`src/sv/mma_ram.sv`:
```
// Generic single-write, single-read synchronous RAM with registered read data.
module mma_ram #(
   parameter int WIDTH = 16,
   parameter int DEPTH = 64
) (
   input  logic                     clock,
   input  logic                     wr_en,
   input  logic [$clog2(DEPTH)-1:0] wr_addr,
   input  logic [WIDTH-1:0]         wr_data,
   input  logic [$clog2(DEPTH)-1:0] rd_addr,
   output logic [WIDTH-1:0]         rd_data
);

   logic [WIDTH-1:0] mem [DEPTH];
   logic [WIDTH-1:0] rd_data_ff;

   always_ff @(posedge clock) begin
      if (wr_en) begin
         mem[wr_addr] <= wr_data;
      end
      rd_data_ff <= mem[rd_addr];
   end

   assign rd_data = rd_data_ff;

endmodule

```
`config.mk`:
```
export PLATFORM = sky130hd
export DESIGN_NAME = mma_ram
export DESIGN_NICKNAME = d
export VERILOG_FILES = /design/src/sv/mma_ram.sv
export SDC_FILE = /design/constraint.sdc
export NUM_CORES = 1
export LEC_CHECK = 0
export BUFFER_PORTS_ARGS = -buffer_cell sky130_fd_sc_hd__buf_2
export CAP_MARGIN = 30
export CELL_PAD_IN_SITES_DETAIL_PLACEMENT = 1
export CELL_PAD_IN_SITES_GLOBAL_PLACEMENT = 1
export CORE_UTILIZATION = 35
export DETAILED_ROUTE_END_ITERATION = 6
export GPL_TIMING_DRIVEN = 0
export PLACE_DENSITY = 0.66
export SLEW_MARGIN = 5
export SYNTH_ARGS = -nofsm -noshare
export SYNTH_HDL_FRONTEND = slang
export SYNTH_SLANG_ARGS = --single-unit
```
`constraint.sdc`:
```
create_clock -name clock -period 5.58 [get_ports clock]
set_input_delay 1.116 -clock clock [delete_from_list [all_inputs] [get_ports clock]]
set_output_delay 1.116 -clock clock [all_outputs]
set_load 0.02 [all_outputs]
```
======== Yosys cells after proc, flatten, opt, wreduce, memory -nomap -nowiden ========
Memory sizes are Yosys's and may differ from the RTL's. A register that Yosys moved wholly into a read port is not among the register bits.
Index checks and enable logic that the tools add are counted.
word-level totals
  bits in latches ......................... 0
  input bits .............................. 30
  memory bits (writable) .................. 1024
  bits in read-only memories .............. 0
  word-level logic and storage cells ...... 3
  bits in registers ....................... 0
  memories kept ........................... 1
  output and inout port bits .............. 16
memories
  memory  depth  width  rd ports  clocked after memory_dff  wr ports  RTL line  RTL
  mem     64     16     1         1                         1         14        logic [WIDTH-1:0] mem [DEPTH];
cells by class
  bitwise gates (word level) .............. 0
  $mul .................................... 0
  add/sub/neg operators ................... 0
  reduce and logical (&&, ||, !) cells .... 0
  equality and inequality tests ........... 0
  order comparisons ....................... 0
  divide/modulo/power cells ............... 0
  mux-type cells .......................... 2
  shift operators ......................... 0
operator list
  operator          number
  2-to-1 mux 1 bit  2

======== Logic depth before layout (Yosys ltp) ========
  word-level depth ........................ 2
  gate-level depth with buffers ........... 10

======== Worst setup path before layout ========
OpenSTA, ideal clock, no wires.
  kind .................................... input -> register
  start ................................... input port wr_addr[3]
  end ..................................... memory mem[48][0], enable pin
  setup slack ............................. 2.429 ns
  stages .................................. 4
  arrival time ............................ 2.742 ns
  path buffers ............................ 1
  library setup time ...................... 0.409 ns
  cells stage by stage .................... clkbuf_1 > nor2b_1 > nand4b_1 > nor3_1
RTL lines
  what             RTL line  RTL
  start, declared  8         input logic [$clog2(DEPTH)-1:0] wr_addr,
  end, declared    14
No word-level cell before the write port.

==> metrics.md <==
| Metric | Value |
|---|---|
| Status | `completed` |
| Initial Util | `between 30% and 40%` |
| R2r endpoint | `rd_data[11]` |
| Final hold viol count | `0` |
| Ant. Diodes | `0` |
| Nature of the critical path endpoint | `flop` |
| Vias | `around 20000` |
| Routed WL per cell | `29.81 µm` |
| Rows | `approximately 120` |
| Primary FF master, synth | `edfxtp_1` |
| Mapped Area | `between 0.04 and 0.05 mm²` |
| Congestion Overflow GR | `0` |
| DR iter-0 viols | `between 2000 and 2500` |
| CP Cell Sequence | `buf_2 -> buf_4 -> buf_2 -> mux4_2 -> mux2i_1 -> a22oi_1 -> a31oi_1 -> a311oi_1` |
| EDFF count, synth | `1024` |
| Post-synthesis register bit count | `between 1000 and 1500` |
| First-pass GRT wire length | `154.0 mm` |
| Hold depth | `1` |
| Max FO, Critical Path | `10` |
| Die Y-Extent | `around 340 µm` |
| Global-route usage over all layers | `about a fifth` |
| Syn Area/Cell | `around 22 µm²` |
| Core area | `between 0.1 and 0.15 mm²` |
| Part of the cycle the worst path needs | `62.30%` |
| Vias per cell | `between 5 and 6` |
| Worst-margin pin slew | `between 0.9 and 1 ns` |
| WS Path Type | `in -> reg` |
| Top-Level Pins | `46` |
| Worst-skew pair later-pin latency | `approximately 0.68 ns` |
| Dpl ws | `between 1 and 1.5 ns` |
| DP HPWL | `roughly 74 mm` |
| Post-CTS resize count | `0` |
| Hold Path Class | `in -> reg` |
| Final worst slack | `around 2.1 ns` |
| R2R cell count | `5` |
| Commonest cells post-synth | `edfxtp_1 (1024), mux4_2 (220), mux2i_1 (85), nor2_1 (72), nand2_1 (59)` |
| Synth top area share | `between 70 and 80%` |
| Die Width | `340.2 µm` |
| Crit path arrival time | `3.98 ns` |
| Relative slew slack | `about a third` |
| Max Cap Viol | `0` |
| Drt pass-1 iters | `7` |
| PD cells | `approximately 350 mW/mm²` |
| Setup TNS | `0 ns` |
| Synth top area cells | `edfxtp_1 (77%), mux4_2 (12%), mux2i_1 (2.1%)` |
| Worst vdd ir | `~240 µV` |
| Worst Clk Skew | `slightly above 0.03 ns` |
| CP max stage cell | `a31oi_1` |
| Syn_nets | `about 1900` |
| # clock sinks | `1040` |
| Final Max Slew Viols | `0` |
| TritonCTS clock tree | `done` |
| Final setup viols | `0` |
| Setup crit start kind | `primary input` |
| Worst EP required | `6.08 ns` |
| Hold path endpoint | `mem[31][2]` |
| Number of global-route vias before repair | `20655` |
| Filler cell count | `~11000` |
| Crit-path most repeated cell | `buf_2` |
| Cell leakage power | `14.75 nW` |
| Unique masters post-synth | `43` |
| Unrepaired setup endpoints after global routing | `no` |
| Buf+Inv Stages, Crit Path | `3` |
| Root Buffer | `clkbuf_16` |
| Post-layout util | `approximately 42%` |
| FF-to-FF setup slack | `3.00 ns` |
| Post-synth ARST share | `0%` |
| Reg2reg start | `mem[23][11]` |
| PortBufs | `38` |
| Bufs on Longest Clock Path | `3` |
| Sequential area share after synthesis | `77.59%` |
| Fmax | `between 0.2 and 0.3 GHz` |
| Final wirelength | `108.5 mm` |
| Fin crit period | `~3.5 ns` |
| Post-layout nets | `between 2000 and 2500` |
| Clk slew on worst S/H paths | `~0.060 ns` |
| Crit-path max cell delay | `~0.76 ns` |
| Initial antenna violation count | `7` |
| Antenna-violating nets left | `0` |
| GP Congestion | `0.8432` |
| DRC violations left | `0` |
| Ratio of cells with drive above 1 in the final layout | `between 30% and 40%` |
| P&R area growth vs syn | `17.08%` |
| Gate Count Post-Synth | `about 1800` |
| HP Start | `wr_data[2]` |
| Num CTS Buffers | `~110` |
| Dominant cell by count in the synthesized netlist | `edfxtp_1` |
| Synth warn | `0` |
| Largest net degree at the start of global routing | `65` |
| Setup repair bufs after CTS | `0` |
| Die area | `around 0.12 mm²` |
| Htree depth | `3` |
| CTS hold repair buffers | `0` |
| Synth area leader | `edfxtp_1` |
| Top Family by Delay on Critical Path | `compound AO/OA/AOI/OAI gates` |
[final cells by class]
class	instances	area [µm²]	share of cell area [%]
timing repair buffer	114	1445	3.082
buffer	104	733.2	1.564
sequential	1040	31070	66.27
multi-input combinational	685	8402	17.92
tap	1500	1877	4.003
clock inverter	55	409.1	0.8727
clock buffer	140	2947	6.285
[state kept, by name, summed over array words and instances (netlist names)]
register  count
rd_data      16
mem        1024
[placed cells by master, fill, tap and decap left out, drive strengths merged, types with 6 or more instances in the layout]
master | Yosys | final
a21oi | 17 | 17
clkinv | 0 | 45
mux4 | 224 | 224
buf | 77 | 191
nor2 | 74 | 74
mux2 | 27 | 27
a211oi | 8 | 8
a311oi | 8 | 8
mux2i | 85 | 85
nand3 | 24 | 24
a22oi | 39 | 39
a221oi | 16 | 16
nor2b | 30 | 30
o21ai | 8 | 8
a221o | 6 | 6
a22o | 6 | 6
clkbuf | 27 | 167
dfxtp | 16 | 16
nand2 | 60 | 60
a31oi | 8 | 8
nand4 | 12 | 12
a211o | 8 | 8
edfxtp | 1024 | 1024
[worst register-to-register path, delay by kind of cell, from the launching register on]
kind | cells | cell delay, ns
flops | 1 | 0.36
compound gates | 3 | 1.12
mux | 2 | 0.93
[cells by family (layout without fill, tap and decap cells)]
logic type      count (synthesis)  after routing  synth area share [%]
flops                        1040           1040                 77.59
mux                           336            336                 15.52
simple gates                  220            220                 2.647
compound gates                129            129                 2.409
buf+inv                       104            413                 1.831
[metrics by stage]
stage	power, mW	area, µm²	hold WS (ns)	cells
global placement	9.700	42110	0.9239	3367
finish	16.47	46880	0.8804	3638
global route	16.86	46880	0.8756	3638
detailed placement	9.766	43530	0.9363	3443
floorplan	9.295	40040	0.7503	1829
CTS	16.57	46880	0.8558	3638
[per-layer routing]
| layer | part of all wire (%) | GRT usage, % | routed length, µm |
|---|---|---|---|
| met1 | 42 | 25.55 | 45050 |
| met5 | 0.054 | 0 | 59 |
| met2 | 49 | 30.34 | 52710 |
| met4 | 2.4 | 4.895 | 2562 |
| met3 | 7.4 | 3.832 | 8068 |
[worst max path at each step]
stage,startpoint,endpoint,cells past startpoint
after floorplan,wr_addr[3],mem[48][0],4
after global placement,wr_addr[4],mem[48][1],3
after detailed placement,rd_addr[2],rd_data[15],7
after CTS,rd_addr[2],rd_data[15],7
after global routing,rd_addr[2],rd_data[15],7
final,rd_addr[2],rd_data[11],8
[report_power, final]
part,internal (mW),switching (mW),total [mW]
sequential,8.65,0.0171,8.66
combinational,0.323,0.615,0.938
clock,3.89,2.97,6.87
(Power assumes the default switching activity.)
